`src/hdl/trit_pkg.sv`:
```
// Package for the TCP reassembly interval tracker.
// Holds fragment types, status and register codes, and serial-number helpers.
// Used by trit_eval and the top level in hdl; trit_ram does not need it.
`timescale 1ns / 1ps
package trit_pkg;

  localparam int MAX_FRAGS_DEF = 16;
  localparam int CNT_W = 7;
  localparam logic [31:0] HALF_SPACE = 32'h7FFF_FFFF;
  localparam logic [15:0] WINDOW_RESET = 16'd8192;

  localparam logic [1:0] ST_DONE     = 2'd0;
  localparam logic [1:0] ST_IGNORED  = 2'd1;
  localparam logic [1:0] ST_OVERFLOW = 2'd2;
  localparam logic [1:0] ST_FULL     = 2'd3;

  localparam logic [7:0] CFG_WINDOW = 8'd0;
  localparam logic [7:0] CFG_START  = 8'd1;

  localparam logic OP_PUT    = 1'b0;
  localparam logic OP_REMOVE = 1'b1;

  typedef logic [CNT_W-1:0] cnt_t;

  typedef struct packed {
    logic [31:0] start;
    logic [15:0] len;
  } frag_t;

  typedef struct packed {
    logic        hit;
    logic        stop;
    logic [31:0] start;
    logic [15:0] len;
  } eval_t;

  function automatic logic [31:0] serial_min(input logic [31:0] a, input logic [31:0] b);
    logic [31:0] r;
    if (a == b) r = a;
    else if (a < b) r = ((b - a) <= HALF_SPACE) ? a : b;
    else r = ((a - b) <= HALF_SPACE) ? b : a;
    return r;
  endfunction

  function automatic logic [31:0] serial_max(input logic [31:0] a, input logic [31:0] b);
    logic [31:0] r;
    if (a == b) r = a;
    else if (a < b) r = ((b - a) <= HALF_SPACE) ? b : a;
    else r = ((a - b) <= HALF_SPACE) ? a : b;
    return r;
  endfunction

endpackage

```
`src/hdl/trit_ram.sv`:
```
// Generic simple dual-port RAM with one write port and a registered read.
// No package dependency.
`timescale 1ns / 1ps
module trit_ram #(
  parameter int WIDTH = 48,
  parameter int DEPTH = 16,
  parameter int AW = (DEPTH > 1) ? $clog2(DEPTH) : 1
) (
  input  logic             clk,
  input  logic             we,
  input  logic [AW-1:0]    waddr,
  input  logic [WIDTH-1:0] wdata,
  input  logic [AW-1:0]    raddr,
  output logic [WIDTH-1:0] rdata
);

  logic [WIDTH-1:0] mem [DEPTH];

  // write port and registered read port
  always_ff @(posedge clk) begin
    if (we) begin
      mem[waddr] <= wdata;
    end
    rdata <= mem[raddr];
  end

endmodule

```
`src/hdl/trit_eval.sv`:
```
// Join test and merge of the running range against one stored fragment.
// Depends on trit_pkg.
`timescale 1ns / 1ps
module trit_eval import trit_pkg::*; (
  input  logic [31:0] cur_start,
  input  logic [15:0] cur_len,
  input  logic [31:0] seq_end,
  input  frag_t       entry,
  output eval_t       ev
);

  logic [31:0] a_end, b_end, a_end1, b_end1, m_start, m_end, m_len;

  // ranges join unless one ends strictly before the other starts
  always_comb begin
    a_end  = cur_start + {16'b0, cur_len};
    b_end  = entry.start + {16'b0, entry.len};
    a_end1 = a_end + 32'd1;
    b_end1 = b_end + 32'd1;
    m_start = serial_min(cur_start, entry.start);
    m_end   = serial_max(a_end, b_end);
    m_len   = m_end - m_start;
    ev.hit   = !((serial_min(a_end1, entry.start) == a_end1) ||
                 (serial_min(b_end1, cur_start) == b_end1));
    ev.stop  = (serial_max(seq_end, entry.start) == entry.start);
    ev.start = m_start;
    ev.len   = m_len[15:0];
  end

endmodule

```
`src/hdl/tcp_reassembly_interval_tracker_unit.sv`:
```
// Top level of the TCP reassembly interval tracker.
// Depends on trit_pkg, trit_ram and trit_eval.
`timescale 1ns / 1ps
// Usage:
// Items enter on in_valid/in_ready (opcode, seq_num, byte_count); one result
// leaves per item on out_valid/out_ready. The fragment table lives in one RAM
// with a registered read; entry 0 is mirrored in flops.
// An early-out put (empty, before head, overflow) or empty remove goes
// straight to the final state. A remove that trims the head entry rewrites
// it in place; one that drops it shifts the remaining entries down. A put
// scans the table one entry per cycle up to the stop point; unless the table
// is full, it then shifts the entries behind it one per cycle while compacting
// or opening a slot, drains the last pending write, then writes the new
// entry. Scan and shift together touch each entry once. The RAM's single
// read and write port sets this pace.
// One item is in work at a time; in_ready is high whenever the engine is
// idle, even while a finished result waits in the output register.
// When the receiver stalls, the next item's result holds in the final state
// until the output register frees up.
// Reset empties the table, sets the head to zero and the window to 8192.
// Writing CFG_START empties the table and sets the head to the written value; the window is kept.
module tcp_reassembly_interval_tracker_unit import trit_pkg::*; #(
  parameter int MAX_FRAGS = MAX_FRAGS_DEF
) (
  input  logic        clk,
  input  logic        rst,
  input  logic        in_valid,
  output logic        in_ready,
  input  logic        opcode,
  input  logic [31:0] seq_num,
  input  logic [15:0] byte_count,
  output logic        out_valid,
  input  logic        out_ready,
  output logic [1:0]  status,
  output logic [15:0] done_len,
  output logic [15:0] in_order_len,
  output logic [31:0] head_sequence,
  output logic [31:0] total_in_order,
  output logic [6:0]  fragment_count,
  input  logic        cfg_we,
  input  logic [7:0]  cfg_index,
  input  logic [31:0] cfg_data
);

  localparam int IW = (MAX_FRAGS > 1) ? $clog2(MAX_FRAGS) : 1;
  localparam cnt_t MAXC = cnt_t'(MAX_FRAGS);

  localparam logic [2:0] S_IDLE   = 3'd0;
  localparam logic [2:0] S_SCAN   = 3'd1;
  localparam logic [2:0] S_DECIDE = 3'd2;
  localparam logic [2:0] S_MOVE   = 3'd3;
  localparam logic [2:0] S_WRNEW  = 3'd4;
  localparam logic [2:0] S_FIN    = 3'd5;

  logic [2:0]  state;
  logic [15:0] window;
  cnt_t        used;
  logic [31:0] head;
  logic [15:0] contig;
  logic [31:0] cum;

  logic [31:0] op_seq;
  logic [15:0] op_len;
  logic [31:0] seq_end;
  logic [1:0]  res_status;
  logic [15:0] res_done;
  logic        do_contig;

  logic        merged;
  cnt_t        idx, merge_at, merge_cnt, stop_at;
  logic [31:0] ns;
  logic [15:0] nl;

  cnt_t        mv_src, mv_rem, mv_off, pend_dst;
  logic        mv_up, mv_new, pend;
  frag_t       new_ent;
  cnt_t        new_at;

  frag_t       sh;
  frag_t       rd_data;
  logic        ram_we;
  logic [IW-1:0] ram_waddr, ram_raddr;
  frag_t       ram_wdata;
  eval_t       ev;

  cnt_t        idx_inc;
  logic [31:0] seq_off;
  logic [32:0] reach;
  logic [15:0] rlen;
  cnt_t        ins_at;
  logic        fin_hit;
  logic [15:0] fin_contig;
  logic [31:0] fin_cum;

  trit_ram #(.WIDTH($bits(frag_t)), .DEPTH(MAX_FRAGS), .AW(IW)) u_ram (
    .clk   (clk),
    .we    (ram_we),
    .waddr (ram_waddr),
    .wdata (ram_wdata),
    .raddr (ram_raddr),
    .rdata (rd_data)
  );

  trit_eval u_eval (
    .cur_start (ns),
    .cur_len   (nl),
    .seq_end   (seq_end),
    .entry     (rd_data),
    .ev        (ev)
  );

  assign in_ready = (state == S_IDLE);
  assign idx_inc  = idx + cnt_t'(1);
  assign seq_off  = seq_num - head;
  assign reach    = {1'b0, seq_off} + {17'b0, byte_count};
  assign rlen     = (contig < byte_count) ? contig : byte_count;
  assign ins_at   = ((used == '0) || (serial_min(op_seq, sh.start) == op_seq)) ? '0 : stop_at;

  // contiguous run from the head after a successful put
  assign fin_hit    = do_contig && (used != '0) && (sh.start == head);
  assign fin_contig = fin_hit ? sh.len : contig;
  assign fin_cum    = fin_hit ? (cum + {16'b0, sh.len} - {16'b0, contig}) : cum;

  // RAM address and write selection
  always_comb begin
    ram_raddr = '0;
    ram_we    = 1'b0;
    ram_waddr = new_at[IW-1:0];
    ram_wdata = new_ent;
    case (state)
      S_SCAN: ram_raddr = idx_inc[IW-1:0];
      S_MOVE: begin
        ram_raddr = mv_src[IW-1:0];
        if (pend) begin
          ram_we    = 1'b1;
          ram_waddr = pend_dst[IW-1:0];
          ram_wdata = rd_data;
        end
      end
      S_WRNEW: ram_we = 1'b1;
      default: ;
    endcase
  end

  // mirror of entry 0
  always_ff @(posedge clk) begin
    if (ram_we && (ram_waddr == '0)) begin
      sh <= ram_wdata;
    end
  end

  // item sequencer
  always_ff @(posedge clk) begin
    if (rst) begin
      state     <= S_IDLE;
      out_valid <= 1'b0;
      window    <= WINDOW_RESET;
      used      <= '0;
      head      <= '0;
      contig    <= '0;
      cum       <= '0;
      pend      <= 1'b0;
      merged    <= 1'b0;
      do_contig <= 1'b0;
    end else begin
      if (out_valid && out_ready && (state != S_FIN)) begin
        out_valid <= 1'b0;
      end
      unique case (state)
        S_IDLE: begin
          if (in_valid) begin
            op_seq  <= seq_num;
            op_len  <= byte_count;
            seq_end <= seq_num + {16'b0, byte_count};
            if (opcode == OP_PUT) begin
              if (byte_count == '0) begin
                res_status <= ST_DONE;
                res_done   <= '0;
                do_contig  <= 1'b0;
                state      <= S_FIN;
              end else if (serial_min(head, seq_num) != head) begin
                res_status <= ST_IGNORED;
                res_done   <= '0;
                do_contig  <= 1'b0;
                state      <= S_FIN;
              end else if (reach > {17'b0, window}) begin
                res_status <= ST_OVERFLOW;
                res_done   <= '0;
                do_contig  <= 1'b0;
                state      <= S_FIN;
              end else begin
                res_status <= ST_DONE;
                res_done   <= byte_count;
                do_contig  <= 1'b1;
                merged     <= 1'b0;
                merge_cnt  <= '0;
                merge_at   <= '0;
                idx        <= '0;
                stop_at    <= '0;
                ns         <= seq_num;
                nl         <= byte_count;
                state      <= (used == '0) ? S_DECIDE : S_SCAN;
              end
            end else begin
              res_status <= ST_DONE;
              do_contig  <= 1'b0;
              if ((rlen != '0) && (used != '0)) begin
                head     <= head + {16'b0, rlen};
                contig   <= contig - rlen;
                res_done <= rlen;
                if (rlen >= sh.len) begin
                  used   <= used - cnt_t'(1);
                  mv_src <= cnt_t'(1);
                  mv_rem <= used - cnt_t'(1);
                  mv_up  <= 1'b0;
                  mv_off <= cnt_t'(1);
                  mv_new <= 1'b0;
                  pend   <= 1'b0;
                  state  <= S_MOVE;
                end else begin
                  new_ent.start <= sh.start + {16'b0, rlen};
                  new_ent.len   <= sh.len - rlen;
                  new_at        <= '0;
                  state         <= S_WRNEW;
                end
              end else begin
                res_done <= '0;
                state    <= S_FIN;
              end
            end
          end
        end
        S_SCAN: begin
          // one stored fragment per cycle; next read already issued
          idx <= idx_inc;
          if (ev.hit) begin
            ns        <= ev.start;
            nl        <= ev.len;
            merged    <= 1'b1;
            merge_cnt <= merge_cnt + cnt_t'(1);
            if (!merged) begin
              merge_at <= idx;
            end
            if (idx_inc == used) begin
              stop_at <= used;
              state   <= S_DECIDE;
            end
          end else if (merged || ev.stop) begin
            stop_at <= idx;
            state   <= S_DECIDE;
          end else if (idx_inc == used) begin
            stop_at <= used;
            state   <= S_DECIDE;
          end
        end
        S_DECIDE: begin
          pend <= 1'b0;
          if (merged) begin
            used          <= used - (merge_cnt - cnt_t'(1));
            mv_src        <= merge_at + merge_cnt;
            mv_rem        <= used - (merge_at + merge_cnt);
            mv_up         <= 1'b0;
            mv_off        <= merge_cnt - cnt_t'(1);
            mv_new        <= 1'b1;
            new_ent.start <= ns;
            new_ent.len   <= nl;
            new_at        <= merge_at;
            state         <= S_MOVE;
          end else if (used >= MAXC) begin
            res_status <= ST_FULL;
            res_done   <= '0;
            do_contig  <= 1'b0;
            state      <= S_FIN;
          end else begin
            used          <= used + cnt_t'(1);
            mv_src        <= used - cnt_t'(1);
            mv_rem        <= used - ins_at;
            mv_up         <= 1'b1;
            mv_off        <= cnt_t'(1);
            mv_new        <= 1'b1;
            new_ent.start <= op_seq;
            new_ent.len   <= op_len;
            new_at        <= ins_at;
            state         <= S_MOVE;
          end
        end
        S_MOVE: begin
          // read one entry, write it back shifted on the next cycle
          if (mv_rem != '0) begin
            pend     <= 1'b1;
            pend_dst <= mv_up ? (mv_src + cnt_t'(1)) : (mv_src - mv_off);
            mv_src   <= mv_up ? (mv_src - cnt_t'(1)) : (mv_src + cnt_t'(1));
            mv_rem   <= mv_rem - cnt_t'(1);
          end else begin
            pend <= 1'b0;
            if (!pend) begin
              state <= mv_new ? S_WRNEW : S_FIN;
            end
          end
        end
        S_WRNEW: begin
          state <= S_FIN;
        end
        S_FIN: begin
          // hold the result until the output register is free
          if (!out_valid || out_ready) begin
            out_valid      <= 1'b1;
            status         <= res_status;
            done_len       <= res_done;
            in_order_len   <= fin_contig;
            head_sequence  <= head;
            total_in_order <= fin_cum;
            fragment_count <= used;
            contig         <= fin_contig;
            cum            <= fin_cum;
            state          <= S_IDLE;
          end
        end
        default: state <= S_IDLE;
      endcase
      // register writes must arrive only while idle; the block itself does not enforce this
      if (cfg_we) begin
        case (cfg_index)
          CFG_WINDOW: window <= cfg_data[15:0];
          CFG_START: begin
            head   <= cfg_data;
            used   <= '0;
            contig <= '0;
            cum    <= '0;
          end
          default: ;
        endcase
      end
    end
  end

  // table never grows past its depth
  a_used_bound: assert property (@(posedge clk) disable iff (rst) used <= MAXC)
    else $error("fragment count exceeds table depth");

  // RAM is written only while shifting or placing an entry
  a_we_state: assert property (@(posedge clk) disable iff (rst)
    ram_we |-> ((state == S_MOVE) || (state == S_WRNEW)))
    else $error("RAM write outside shift or place states");

  // a result leaving the final state shows up on the output
  a_fin_out: assert property (@(posedge clk) disable iff (rst)
    ((state == S_FIN) && (!out_valid || out_ready)) |=> (out_valid && (state == S_IDLE)))
    else $error("finished item did not reach the output");

  // in-order bytes imply a fragment at the head
  a_contig_used: assert property (@(posedge clk) disable iff (rst)
    ((state == S_IDLE) && (contig != '0)) |-> (used != '0))
    else $error("in-order bytes with an empty table");

endmodule

```
`config.mk`:
```
export PLATFORM = sky130hd
export DESIGN_NAME = tcp_reassembly_interval_tracker_unit
export DESIGN_NICKNAME = d
export VERILOG_FILES = /design/src/hdl/trit_pkg.sv /design/src/hdl/trit_ram.sv /design/src/hdl/trit_eval.sv /design/src/hdl/tcp_reassembly_interval_tracker_unit.sv
export SDC_FILE = /design/constraint.sdc
export NUM_CORES = 2
export LEC_CHECK = 0
export ABC_AREA = 0
export BUFFER_PORTS_ARGS = -buffer_cell sky130_fd_sc_hd__buf_2
export CAP_MARGIN = 20
export CORE_MARGIN = 2
export CORE_UTILIZATION = 45
export DETAILED_ROUTE_END_ITERATION = 7
export HOLD_SLACK_MARGIN = 0.1
export PLACE_DENSITY_LB_ADDON = 0.2
export SYNTH_ARGS = -nofsm -noshare
export SYNTH_HDL_FRONTEND = slang
export SYNTH_SLANG_ARGS = --single-unit
```
`constraint.sdc`:
```
create_clock -name clk -period 12.5 [get_ports clk]
set_input_delay 1.25 -clock clk [delete_from_list [all_inputs] [get_ports clk]]
set_output_delay 1.25 -clock clk [all_outputs]
set_load 0.005 [all_outputs]
```
* Yosys cells after proc, flatten, opt, wreduce, memory -nomap -nowiden *
Memories as Yosys holds them, arrays and structs flattened. A register that Yosys moved wholly into a read port is not among the register bits.
Index checks and enable logic that the tools add are counted.

word-level totals
  input port bits = 94
  memories = 1
  output and inout bits = 107
  register bits after elaboration = 513
  memory bits (writable) = 768

memories
  memory     words  width  read ports  clocked after Yosys merged registers in  write ports  line            RTL
  u_ram.mem  16     48     1           1                                        1            trit_ram.sv:17  logic [WIDTH-1:0] mem [DEPTH];

operators by class
  order comparisons = 25
  bitwise operators = 1
  add/subtract/negate cells = 40
  reductions and logical operators = 37
  equality and inequality tests = 39
  multiplexer cells = 200

operator list
  operator                 count
  $mux W32                 46
  $le A32 B31 Y1 const B   14
  $sub A32 B32 Y32         14
  $mux W16                 26
  $eq A32 B32 Y1           12
  $mux W48                 8
  $mux W7                  35
  $lt A32 B32 Y1           7
  $add A32 B16 Y32         6
  $pmux W16 S2             3
  $pmux W48 S2             1
  $pmux W7 S2              5
  $add A32 B1 Y32 const B  2
  $pmux W32 S2             1
  $sub A16 B16 Y16         3
  $mux W3                  15
  $mux W4                  11
  $pmux W7 S3              2
  $add A32 B16 Y33         1
  $gt A33 B16 Y1           1
  $ne A32 B32 Y1           1
  $sub A32 B16 Y32         1
  $add A7 B1 Y7 const B    4
  $mux W1                  28
  41 further kinds         95

* Longest topological paths before layout *
  word-level depth = 16
  depth in mapped cells = 43
  depth with buffers taken out = 42

* By module *
From an unflattened synthesis, not the netlist that was laid out.

second synthesis, totals
  cell total of the unflattened synthesis = 7100
  area, all modules = 80678.6 sq um

by module, submodules not included
  module                                cells each  times used  area an instance (sq um)
  tcp_reassembly_interval_tracker_unit  3779        1           35911.9
  trit_ram                              1242        1           29691.0
  trit_eval                             2079        1           15075.7

* Least setup slack after synthesis *
OpenSTA, ideal clock, no wires.

  path type = input port to flip-flop
  start point = input byte_count[1]
  end point = register new_at[0], enable pin
  arrival = 9331 ps
  library setup time = 526 ps
  cell stages on the path = 24
  setup slack = 2642 ps
  buffers on the path = 2
  cell sequence = inv_1 -> ha_1 -> a21o_1 -> a21o_1 -> a21o_1 -> a21o_1 -> a21o_1 -> a211oi_1 -> o21ai_0 -> a211oi_1 -> clkbuf_1 -> clkbuf_1 -> mux2i_1 -> fa_1 -> nand2_1 -> nand2_1 -> a21oi_1 -> o21ai_0 -> a21oi_1 -> o21ai_0 -> a221oi_1 -> a21oi_1 -> a21oi_1 -> nor3_1

between the ends
  longest elaborated chain between the ends = 6
  elaborated cells on any way between the ends = 8
  those cells by class = order compare (2); eq/ne (2); mux (1); reduce/logical (3)

ends and longest elaborated chain
  what                                                    line                                         RTL
  from (decl)                                             tcp_reassembly_interval_tracker_unit.sv:31   input logic [15:0] byte_count,
  $lt A16 B16 Y1                                          tcp_reassembly_interval_tracker_unit.sv:116  assign rlen = (contig < byte_count) ? contig : byte_count;
  $mux W16 (*)                                            tcp_reassembly_interval_tracker_unit.sv:116
  branches (longest 3 deep; another with $ge A16 B16 Y1)  -
  $reduce_and A7 Y1 (no source line) (*)                  -
  to (signal assigned)                                    tcp_reassembly_interval_tracker_unit.sv:267  new_at <= merge_at;
  to (signal assigned)                                    tcp_reassembly_interval_tracker_unit.sv:283  new_at <= ins_at;
  to (decl)                                               tcp_reassembly_interval_tracker_unit.sv:77   cnt_t new_at;

Every way passes the cells marked *.
A chain may end at the register's enable or synchronous reset.

* Worst setup path in the final report *
  start point = register u_ram.rdata[17], read port of u_ram.mem
  end point = register ns[25], enable pin

between the ends
  longest elaborated chain between the ends = 11
  elaborated cells on any way between the ends = 27
  those cells by class = add/sub (6); order compare (6); eq/ne (5); mux (8); reduce/logical (2)

ends and longest elaborated chain
  what                                    line                                         RTL
  from (decl)                             trit_ram.sv:14                               output logic [WIDTH-1:0] rdata
  $add A32 B16 Y32                        trit_eval.sv:17                              b_end = entry.start + {16'b0, entry.len};
  $add A32 B1 Y32                         trit_eval.sv:19                              b_end1 = b_end + 32'd1;
  $sub A32 B32 Y32 (on tied branches)     trit_pkg.sv:41, trit_pkg.sv:40
  $le A32 B31 Y1 (on tied branches)       trit_pkg.sv:41, trit_pkg.sv:40
  $mux W32 (on tied branches)             trit_pkg.sv:41, trit_pkg.sv:40
  $mux W32                                trit_pkg.sv:40                               else if (a < b) r = ((b - a) <= HALF_SPACE) ? a : b;
  $mux W32                                trit_pkg.sv:39                               if (a == b) r = a;
  $eq A32 B32 Y1                          trit_eval.sv:24                              (serial_min(b_end1, cur_start) == b_end1));
  $logic_or A1 B1 Y1 (*)                  trit_eval.sv:23                              ev.hit = !((serial_min(a_end1, entry.start) == a_end1) ||
  $ne A2 B2 Y1 (no source line) (*)       -
  $reduce_and A8 Y1 (no source line) (*)  -
  to (signal assigned)                    tcp_reassembly_interval_tracker_unit.sv:200  ns <= seq_num;
  to (signal assigned)                    tcp_reassembly_interval_tracker_unit.sv:237  ns <= ev.start;
  to (decl)                               tcp_reassembly_interval_tracker_unit.sv:71   logic [31:0] ns;

Mark *: on every way between the ends. The rest lies on a longest branch, timed or not.

==> key figures <==
Status
  – Status: finished clean

Logic synthesis
  – Syn nets: 8,675
  – FFs w/ async S/R, synth: 0
  – Yosys warnings: 0
  – Post-synth top flop: edfxtp_1
  – Synth Register Bits: 1,278
  – Synth area leaders: edfxtp_1, ha_1, dfxtp_1
  – Sequential share of the synthesized area: 0.460
  – Avg Inst Size Synth: 10.2 sq um
  – Yosys top cell area share: 0.420
  – Cells after Synth: 7,866
  – Number of library cell types mapped by synthesis: 107
  – Synth Cell Area: 0.0800 sq mm
  – EDFF count, synth: 1,120
  – Yosys top cell by area: edfxtp_1

Setup path
  – CP max stage cell: nor3_2
  – WP data arrival: 11.05 ns
  – R2R Path Start: u_ram.rdata[17]
  – Worst-path fanout max: 16
  – WP buf/inv: 1
  – Critical Path Start Type: flip-flop
  – Reg-to-Reg End: ns[25]
  – Max incr delay on CP: 0.81 ns
  – Reg2reg path depth: 26
  – Top delay family on crit path: simple AND/OR/NAND/NOR gates
  – CP Class: flip-flop to flip-flop
  – Register-to-Register Setup Slack: 1.86 ns
  – Critical Path RT: 12.90 ns
  – CP Capture Type: flip-flop

Final layout
  – Syn-to-layout area delta: 11.1%
  – Share of cells above drive strength 1: 0.0906
  – Final net count: 8,824
  – Layout Cells excl Fill: 10,500
  – Util after Layout: 0.504

Global route
  – GRT overflow: 0
  – Largest net degree at the start of global routing: 194
  – Vias in the first global route: 60,000
  – First-pass GRT wire length: 426,000 um
  – GRT Resource Usage Total: 0.324
  – Initial antenna violation count: 21

Die
  – Row count: 154
  – Core area: 0.176 sq mm
  – Full die area: 0.181 sq mm
  – Starting Density: 0.454
  – Die Ht: 426 um
  – Io pins: 201
  – DIE WIDTH: 426 um

Clocking
  – Clk sinks: 1,278
  – Hold-fix buffers, CTS: 0
  – Num CTS Buffers: 146
  – Cts repair resizes: 0
  – Root Driver: clkbuf_16
  – Clock Tree Buf Depth: 3
  – Htree depth: 4
  – Worst-path clk slew: 0.06 ns
  – Post-CTS Setup Repair Bufs: 0
  – Clk_lat worst skew: 0.83 ns
  – CTS tree: yes

Hold path
  – Hold_sp: res_done[12]
  – Worst hold path endpoint: done_len[12]
  – Hold Crit Depth: 0
  – Worst Hold Class: flip-flop to flip-flop

Placement
  – Post-Place Cells: 10,200
  – Placed wire-length estimate: 221,000 um
  – Gpl congestion: 1.01
  – IO buf count: 200

Power
  – Peak supply drop: 134 uV
  – Power, Total: 20,700 uW
  – PD cells: 233 mW/mm^2
  – Static leakage: 0.0347 uW

Routing
  – Vias: 64,400
  – Drt wl/cell: 28.8 um
  – DR iter-0 viols: 7,631
  – Drt total wl: 302,000 um
  – Vias per cell: 6.14
  – Antenna-violating nets left: 0
  – DR DRC count: 0
  – Drt pass-1 iters: 6

Timing
  – Max-slew violations: 0
  – Final setup fails: 0
  – Layout Skew: 0.0844 ns
  – Rel. slew slack: 0.147
  – Sum Neg Setup Slack: 0 ns
  – Period Utilization, post-route: 0.851
  – Fmax: 94.0 MHz
  – Final min period: 10.64 ns
  – RSZ-0062 raised after global routing: no
  – Slew of the pin with the lowest slew margin: 1.24 ns
  – Final Hold Violating Endpoints: 0

Run
  – Max Cap Violations: 0
layout make-up:
cell class | count | area [sq um]
timing repair buffer | 359 | 2260
inverter | 604 | 2270
clock buffer | 196 | 3950
clock inverter | 76 | 803
tap | 2340 | 2930
fill | 16000 | 87400
sequential | 1278 | 36800
multi-input combinational | 5626 | 39900
antenna | 6 | 15.0
flip-flops by register name, indices dropped and copies added, names as in the netlist, 16 cells and up:
name,cells
done_len,16
new_ent,48
u_ram.rdata,48
seq_end,32
u_ram.mem,768
op_seq,32
window,16
nl,16
head,32
res_done,16
cum,32
in_order_len,16
op_len,16
ns,32
head_sequence,32
contig,16
total_in_order,32
worst max-delay path by stage:
| stage | start | cells after the start | endpoint |
|---|---|---|---|
| final | u_ram.rdata[17] | 26 | ns[25] |
| after floorplan | byte_count[1] | 24 | new_at[0] |
| after global placement | u_ram.rdata[17] | 24 | ns[27] |
| after detailed placement | u_ram.rdata[17] | 26 | ns[27] |
| after CTS | u_ram.rdata[17] | 26 | ns[25] |
| after global routing | u_ram.rdata[17] | 25 | ns[25] |
cell usage after synthesis (all sizes together), types with 70 or more instances:
master,instances
clkbuf,333
a31oi,125
mux2i,103
a311oi,103
a21o,221
nor3,108
nor2b,76
nor4,70
nand3,151
xor2,142
o21ai,399
dfxtp,158
nand4,108
edfxtp,1120
and2,184
nor2,466
inv,603
ha,678
nand2,745
a211oi,340
a21oi,539
xnor2,346
power breakdown:
| group | switching (uW) | internal (uW) | leakage, uW |
|---|---|---|---|
| Combinational | 7040 | 3760 | 0.0210 |
| Sequential | 488 | 5140 | 0.0114 |
| Clock | 1860 | 2400 | 0.00229 |
per-layer routing:
| metal | share of wire | GRT usage |
|---|---|---|
| met4 | 0.056 | 0.157 |
| met5 | 0.00040 | 0 |
| met1 | 0.42 | 0.449 |
| met2 | 0.44 | 0.490 |
| met3 | 0.084 | 0.0577 |
placed cells by master, fill, tap and decap left out, drive strengths merged, types with 125 or more instances in the layout:
cell,netlist,routed
ha,678,678
o21ai,399,399
clkbuf,333,199
edfxtp,1120,1120
a31oi,125,125
nand2,745,745
a21o,221,221
nand3,151,151
inv,603,608
buf,25,356
nor2,466,466
a211oi,340,340
and2,184,184
dfxtp,158,158
xnor2,346,346
xor2,142,142
a21oi,539,539
logic make-up (layout without fill, tap and decap cells):
kind of cell | Yosys count | in the layout | share of synthesized area
adders and majority gates | 716 | 716 | 0.115
muxes | 142 | 142 | 0.0184
xor gates and xnor gates | 501 | 501 | 0.0578
and+or+nand+nor | 2153 | 2153 | 0.129
AOI/OAI and AO/OA | 2114 | 2114 | 0.174
other | 0 | 6 | 0
buffers and inverters | 962 | 1235 | 0.0453
DFF | 1278 | 1278 | 0.460
metrics by stage:
step	worst slack [ns]	instance area [sq um]	hold WS (ns)
5_1_grt	1.34	88900	0.424
4_1_cts	2.13	88700	0.418
3_5_place_dp	2.19	84000	0.405
2_1_floorplan	2.64	80000	0.400
6_report	1.86	88900	0.417
3_3_place_gp	2.24	83900	0.404
No activity file was read; power rests on OpenSTA's default activity.
